### config.mk
export PLATFORM = sky130hd
export DESIGN_NAME = imu_frame_window_parser
export DESIGN_NICKNAME = d
export VERILOG_FILES = /design/src/ifp_pkg.sv /design/src/ifp_cell.sv /design/src/ifp_frame_check.sv /design/src/imu_frame_window_parser.sv
export SDC_FILE = /design/constraint.sdc
export NUM_CORES = 1
export LEC_CHECK = 0
export ABC_AREA = 1
export BUFFER_PORTS_ARGS = -buffer_cell sky130_fd_sc_hd__buf_2
export CAP_MARGIN = 20
export CORE_UTILIZATION = 35
export DETAILED_ROUTE_END_ITERATION = 10
export SYNTH_ARGS = -nofsm -noshare
export SYNTH_HDL_FRONTEND = slang
export SYNTH_SLANG_ARGS = --single-unit
export TNS_END_PERCENT = 30
### constraint.sdc
create_clock -name clk -period 5.8 [get_ports clk]
set_input_delay 1.16 -clock clk [delete_from_list [all_inputs] [get_ports clk]]
set_output_delay 1.16 -clock clk [all_outputs]
set_load 0.02 [all_outputs]
### src/ifp_pkg.sv
`default_nettype none

package ifp_pkg;

  localparam int unsigned WinLen     = 11;
  localparam int unsigned SumLen     = 10;
  localparam int unsigned KindCount  = 11;
  localparam int unsigned KindW      = 4;

  localparam logic [7:0] HeaderByte = 8'h55;
  localparam logic [7:0] KindFirst  = 8'h50;
  localparam logic [7:0] KindLast   = 8'h5A;
  localparam logic [7:0] KindAngle  = 8'h53;

  localparam logic CmdPush  = 1'b0;
  localparam logic CmdClear = 1'b1;

  typedef logic [7:0] byte_t;
  typedef byte_t [WinLen-1:0] window_t;

  // control broadcast to every window cell
  typedef struct packed {
    logic shift;
    logic clear;
  } cell_ctrl_t;

  // verdict on the window as it stands after the shift
  typedef struct packed {
    logic             found;
    logic             angle;
    logic [KindW-1:0] kind;
  } frame_info_t;

endpackage

`default_nettype wire

### src/ifp_cell.sv
`default_nettype none

module ifp_cell (
  input  wire logic               clk,
  input  wire logic               rst_n,
  input  wire ifp_pkg::cell_ctrl_t ctrl,
  input  wire ifp_pkg::byte_t     d_in,
  output ifp_pkg::byte_t          q
);
  import ifp_pkg::*;

  byte_t data_r;
  byte_t data_nxt;

  always_comb begin
    data_nxt = data_r;
    if (ctrl.clear) begin
      data_nxt = '0;
    end else if (ctrl.shift) begin
      data_nxt = d_in;
    end
  end

  always_ff @(posedge clk) begin
    if (!rst_n) begin
      data_r <= '0;
    end else begin
      data_r <= data_nxt;
    end
  end

  assign q = data_r;

endmodule

`default_nettype wire

### src/ifp_frame_check.sv
`default_nettype none

module ifp_frame_check (
  input  wire ifp_pkg::window_t   win,
  output ifp_pkg::frame_info_t    info
);
  import ifp_pkg::*;

  byte_t s01, s23, s45, s67, s89;
  byte_t sa, sb, sum;
  byte_t kind_off;
  logic  hdr_ok, kind_ok;

  // balanced adder tree, mod 256
  always_comb begin
    s01 = win[0] + win[1];
    s23 = win[2] + win[3];
    s45 = win[4] + win[5];
    s67 = win[6] + win[7];
    s89 = win[8] + win[9];
    sa  = s01 + s23;
    sb  = s45 + s67;
    sum = sa + sb + s89;
  end

  always_comb begin
    kind_off   = win[1] - KindFirst;
    hdr_ok     = (win[0] == HeaderByte);
    kind_ok    = (win[1] >= KindFirst) && (win[1] <= KindLast);
    info.found = hdr_ok && kind_ok && (sum == win[SumLen]);
    info.angle = info.found && (win[1] == KindAngle);
    info.kind  = info.found ? kind_off[KindW-1:0] : '0;
  end

endmodule

`default_nettype wire

### src/imu_frame_window_parser.sv
`default_nettype none

// byte-wise frame detector for an 11-byte sensor stream. every push item
// shifts rx_byte into a row of eleven byte cells; the window as it stands
// after the shift is checked for header 0x55, a kind byte 0x50..0x5a and a
// mod-256 sum of bytes 0..9 equal to byte 10. each item gives one result:
// found flag, kind (kind byte minus 0x50), the mask of kinds seen since the
// last clear, and the roll, pitch, yaw and temperature words latched from
// the most recent angle frame (kind 0x53), raw and little-endian. a clear
// item zeroes window, latches and mask. one item per cycle while the receiver
// keeps up: the shift and the ten-byte adder tree are combinational and results
// sit in a single output register, which takes a new item in the cycle the old one leaves.
module imu_frame_window_parser (
  input  wire logic               clk,
  input  wire logic               rst_n,
  input  wire logic               in_valid,
  output logic                    in_ready,
  input  wire logic               in_cmd,
  input  wire logic [7:0]         in_rx_byte,
  output logic                    out_valid,
  input  wire logic               out_ready,
  output logic                    out_frame_found,
  output logic [3:0]              out_frame_kind,
  output logic [10:0]             out_seen_mask,
  output logic signed [15:0]      out_roll_raw,
  output logic signed [15:0]      out_pitch_raw,
  output logic signed [15:0]      out_yaw_raw,
  output logic signed [15:0]      out_temperature_raw
);
  import ifp_pkg::*;

  logic        accept;
  cell_ctrl_t  ctrl;
  window_t     win_q;
  window_t     win_in;
  frame_info_t info;

  logic                 out_valid_r, out_valid_nxt;
  logic                 found_r, found_nxt;
  logic [KindW-1:0]     kind_r, kind_nxt;
  logic [KindCount-1:0] seen_r, seen_nxt;
  logic [15:0]          roll_r, roll_nxt;
  logic [15:0]          pitch_r, pitch_nxt;
  logic [15:0]          yaw_r, yaw_nxt;
  logic [15:0]          temp_r, temp_nxt;

  // the output register frees up in the same cycle its item is taken
  assign in_ready = !out_valid_r || out_ready;
  assign accept   = in_valid && in_ready;

  assign ctrl.shift = accept && (in_cmd == CmdPush);
  assign ctrl.clear = accept && (in_cmd == CmdClear);

  // each cell loads its upper neighbor; the top cell loads the new byte
  for (genvar i = 0; i < WinLen; i++) begin : g_cell
    if (i == WinLen - 1) begin : g_last
      assign win_in[i] = in_rx_byte;
    end else begin : g_mid
      assign win_in[i] = win_q[i+1];
    end

    ifp_cell u_cell (
      .clk   (clk),
      .rst_n (rst_n),
      .ctrl  (ctrl),
      .d_in  (win_in[i]),
      .q     (win_q[i])
    );
  end

  // check the window as it will be after this shift
  ifp_frame_check u_check (
    .win  (win_in),
    .info (info)
  );

  always_comb begin
    out_valid_nxt = out_valid_r;
    found_nxt     = found_r;
    kind_nxt      = kind_r;
    seen_nxt      = seen_r;
    roll_nxt      = roll_r;
    pitch_nxt     = pitch_r;
    yaw_nxt       = yaw_r;
    temp_nxt      = temp_r;

    if (out_valid_r && out_ready) begin
      out_valid_nxt = 1'b0;
    end

    if (accept) begin
      out_valid_nxt = 1'b1;
      if (ctrl.clear) begin
        found_nxt = 1'b0;
        kind_nxt  = '0;
        seen_nxt  = '0;
        roll_nxt  = '0;
        pitch_nxt = '0;
        yaw_nxt   = '0;
        temp_nxt  = '0;
      end else begin
        found_nxt = info.found;
        kind_nxt  = info.kind;
        if (info.found) begin
          seen_nxt = seen_r | (KindCount'(1) << info.kind);
        end
        // angle words, little-endian from bytes 2..9
        if (info.angle) begin
          roll_nxt  = {win_in[3], win_in[2]};
          pitch_nxt = {win_in[5], win_in[4]};
          yaw_nxt   = {win_in[7], win_in[6]};
          temp_nxt  = {win_in[9], win_in[8]};
        end
      end
    end
  end

  always_ff @(posedge clk) begin
    if (!rst_n) begin
      out_valid_r <= 1'b0;
      found_r     <= 1'b0;
      kind_r      <= '0;
      seen_r      <= '0;
      roll_r      <= '0;
      pitch_r     <= '0;
      yaw_r       <= '0;
      temp_r      <= '0;
    end else begin
      out_valid_r <= out_valid_nxt;
      found_r     <= found_nxt;
      kind_r      <= kind_nxt;
      seen_r      <= seen_nxt;
      roll_r      <= roll_nxt;
      pitch_r     <= pitch_nxt;
      yaw_r       <= yaw_nxt;
      temp_r      <= temp_nxt;
    end
  end

  assign out_valid           = out_valid_r;
  assign out_frame_found     = found_r;
  assign out_frame_kind      = kind_r;
  assign out_seen_mask       = seen_r;
  assign out_roll_raw        = roll_r;
  assign out_pitch_raw       = pitch_r;
  assign out_yaw_raw         = yaw_r;
  assign out_temperature_raw = temp_r;

endmodule

`default_nettype wire

==> results summary <==
The HPWL after detailed placement came out at between 10000 and 15000 microns. Synthesis inferred approximately 160 register bits. The run finished with clean final reports. The number of max-slew violations in the final report came out at 0. Net switching is approximately a quarter of the power. The total inserted antenna cells came out at 0.

The required time at the worst-slack endpoint is 6.17 ns. In the routed layout, each cell is associated on average with a via count of between 5 and 6. Clock skew on the completed layout was measured at approximately 0.013 ns. The area of the multi-input gates is ~0.0040 sq mm. The later-pin clock latency in the skew report is about 0.44 ns. The storage element area is between 0.003 and 0.004 sq mm. The cell area power density came out at 262 mW/mm^2. The switching component of the power came out at 0.000640 W. The total via count after detailed routing came out at around 6700. After detailed routing, the average wire length per cell comes to ~17 microns. The via count of the first global-routing pass came to 6150. In this run the static leakage power is roughly 3.8 nW. For this design the top-level I/O count stands at 95. The internal power of the cells totals about 0.0018 W. The detailed-routing iteration count for the pre-antenna-repair pass is 5. The global-route total usage across every layer is 19.3%. The total wirelength of the detailed-routed design came out at about 22000 microns. The maximum single-stage delay on the critical path came out at 0.57 ns.

Sequential cells were found to cover about two fifths of the synthesized design area. The startpoint type of the worst setup path is a flop. The total clock buffers created by CTS came out at 17. The maximum buffer depth of the clock tree is 2. Setup violations remaining at the end of the flow were counted as 0. The overall power came out at between 0.002 and 0.0025 W.

The layout cell share with drive strength beyond 1 came out at roughly a fifth. The worst setup path is captured at a flop. The die height came out at between 150 and 200 microns.

The number of antenna violations at the first check in global routing came to 0. The clock share of power is between 40% and 50%. The post-cts hold buffer count is 0. The layout has 2175 filler cells. Setup repair after global routing could not meet its margin everywhere. In this run the tool buffered the top-level ports with 94 buffer cells. Static timing analysis puts the maximum clock frequency at approximately 180 MHz. The peak supply drop is slightly below 0.0002 V. Entering global routing, the biggest net connects about 100 pins. The most used flip-flop cell after synthesis is dfxtp_1. The arrival time reported for the critical path endpoint is between 5 and 6 ns.

Row generation in the floorplan step produced between 50 and 60 rows. TritonCTS built the clock tree. The first global-routing pass estimated 33300 microns of wire. The final routed DRC violation total is 0.

The area of the mapped netlist came out at 0.00770 sq mm. The count of nets after finishing came out at 1125. The type of the worst setup path is reg2reg.

The worst-margin pin slew is about 1.1 ns. The number of DRC violations after detailed-routing iteration 0 came out at 440. The synthesized design contains 0 enable-type register cells. The share of synthesized registers carrying an async set or reset is 0%. The peak fanout along the critical path came out at 7. The maximum level of the CTS H-tree is 4. After synthesis, the netlist uses 28 different library cells. The area of the core region came out at between 0.02 and 0.025 sq mm.

The growth of design area from synthesis to finish is 21.6%. The number of warnings issued by yosys came out at 0. The clock root buffer master is clkbuf_16.

In this run, flip-flops and latches consume between 40% and 50% of the power. The effective utilization at floorplan came out at 36.2%. The routability-driven placement congestion ratio is between 0.8 and 0.9. The worst pin sits at a relative slew slack of ~30%. The slowest stage of the critical path is the fa_1 cell. The mean area per synthesized cell is 7.98 sq um. The area enclosed by the die boundary is about 0.023 sq mm. By instance count, the cell type seen most on the critical path is fa_1.

The total clock sinks came out at around 160. In this run, the combinational gates consume under 10% of the power. The detail route stage leaves a number of antenna-violating nets equal to 0. Synthesis produced a netlist with a net count of just over 1000.

The number of hold violations in the final report came out at 0. The type of the tightest min-delay check is reg2reg. The horizontal die dimension came out at 150 microns. Traced cell by cell, the critical path runs through fa_1 > inv_2 > fa_1 > fa_1 > fa_1 > inv_2 > fa_1 > inv_2 > fa_1 > o21ai_1 > nor2_1 > nand2_1 > nor2_2 > nand2_1 > nor2_1 > nand2_1 > nor2_4 > nand2_2 > nor2_4 > nand2_4 > nor2_8 > clkbuf_16 > nand2_1 > a21oi_2. The max-capacitance violation count is 0. The post-route clock period utilization is a little over nine tenths. The total global routing overflow came out at 0. After clock tree synthesis, the clock-pin slew on the worst setup and hold paths is around 0.070 ns. The minimum clock period after layout came out at between 5 and 6 ns.

At the end of the flow the core is filled with cells to approximately 44%. The instance count of the mapped netlist came out at roughly 970.
## layout make-up
class / count / area share (%)
multi-input combinational: 649 / 43.1
clock buffer: 18 / 4.58
tap: 275 / 3.67
timing repair buffer: 124 / 8.37
inverter: 98 / 3.93
clock inverter: 14 / 1.79
sequential: 161 / 34.6
## kinds of logic (layout without fill, tap and decap cells)
group	Yosys count	count (layout)	share of synthesized area, %
AO/OA/AOI/OAI	180	180	12.0
AND/OR/NAND/NOR	399	399	22.2
buffers and inverters	155	254	8.19
XOR/XNOR	9	9	1.02
adder cells (fa/ha/maj)	61	61	14.8
flip-flops	161	161	41.8
## metrics by stage
stage	instance area, sq um	TNS [ns]	cells	hold WS, ns	setup WS [ns]
3_5_place_dp	8430	0	1297	0.439	0.185
5_1_grt	9370	-1.17	1339	0.468	-0.0513
4_1_cts	9030	0	1329	0.450	0.156
2_1_floorplan	7700	0	965	0.443	0.608
3_3_place_gp	8430	0	1297	0.436	0.224
6_report	9370	0	1339	0.447	0.214
## routing by layer
metal  share of wire, %  GRT usage [%]  up-vias
met5                  0              0        -
met4                1.2           4.65        0
met1                 47           26.7     3217
li1                   -              -     3279
met3                5.9           4.52       20
met2                 46           30.3      181
## path summary, 6_finish.rpt
kind	from	end	cells past startpoint	slack, ns
worst max-delay path	g_cell[5].u_cell.q[2]	out_temperature_raw[6]	24	0.21
worst min register to register	out_seen_mask[10]	out_seen_mask[10]	2	0.45
worst min-delay path	out_seen_mask[10]	out_seen_mask[10]	2	0.45
worst max register to register	g_cell[5].u_cell.q[2]	out_temperature_raw[6]	24	0.21
## registers in the layout, indices dropped and copies added, names as in the netlist
name and cells:
out_roll_raw 16, out_pitch_raw 16, g_cell.u_cell.q 80, out_valid 1, out_yaw_raw 16, out_frame_kind 4, out_temperature_raw 16, out_frame_found 1
out_seen_mask 11
## cells in the mapped netlist, types with 2 or more instances
cell        n  share of area, %
nand3b_1    3              0.29
nor2_4      2              0.29
a21oi_1   157                10
fa_1       50                13
buf_6       5              0.73
or2_1       3              0.24
nor2_1     29               1.4
a211oi_1    8              0.78
nand3_1   102               6.6
buf_1      15              0.73
buf_2       9              0.58
inv_1      96               4.7
nand2_1   245                12
nand4_1     5              0.41
nor3_1      6              0.39
dfxtp_1   161                42
xor2_1      5              0.57
ha_1       11               1.8
clkbuf_1   28               1.4
xnor2_1     4              0.45
o21ai_0    14              0.91
## critical path, delay by kind of cell (launching register included)
kind / cells / cell delay [ns]
simple gates: 12 / 1.39
compound gates: 2 / 0.19
flops: 1 / 0.36
fa+ha+maj: 6 / 3.17
buf+inv: 4 / 0.38
## cell usage in the layout (no fill, tap or decap), types with 2 or more instances in the layout
master     synthesis  final
a211oi_1           8      8
inv_6              0      6
bufinv_16          0      2
nand3b_1           3      3
dfxtp_1          161    154
nand2_1          245    224
nor2_1            29     27
buf_12             0      2
clkbuf_16          0     20
nand2_4            1      8
xor2_1             5      5
inv_1             96     93
o21ai_0           14     13
buf_4              0     22
buf_2              9     94
xnor2_1            4      4
nand2_2            1     15
nor2_4             2      3
nand3_1          102    101
ha_1              11     10
inv_8              0      3
nand4_1            5      5
dfxtp_4            0      2
inv_2              1      5
a21oi_2            0     19
buf_6              5      3
nor3_1             6      6
fa_1              50     49
or2_1              3      3
dfxtp_2            0      5
a21oi_1          157    138
## power groups by stage
| stage | Combinational [W] | Sequential [W] | Clock [W] |
|---|---|---|---|
| floorplan | 0.000122 | 0.00115 | 0 |
| CTS | 0.000173 | 0.00113 | 0.00117 |
| global placement | 0.000170 | 0.00115 | 0 |
| detailed placement | 0.000171 | 0.00115 | 0 |
| global route | 0.000199 | 0.00113 | 0.00122 |
| finish | 0.000177 | 0.00113 | 0.00115 |
## timing repair
action,CTS,global route
gates resized for setup,0,65
setup buffers,0,4
endpoints found under the setup margin,0,66
No activity file was read; power rests on OpenSTA's default activity.
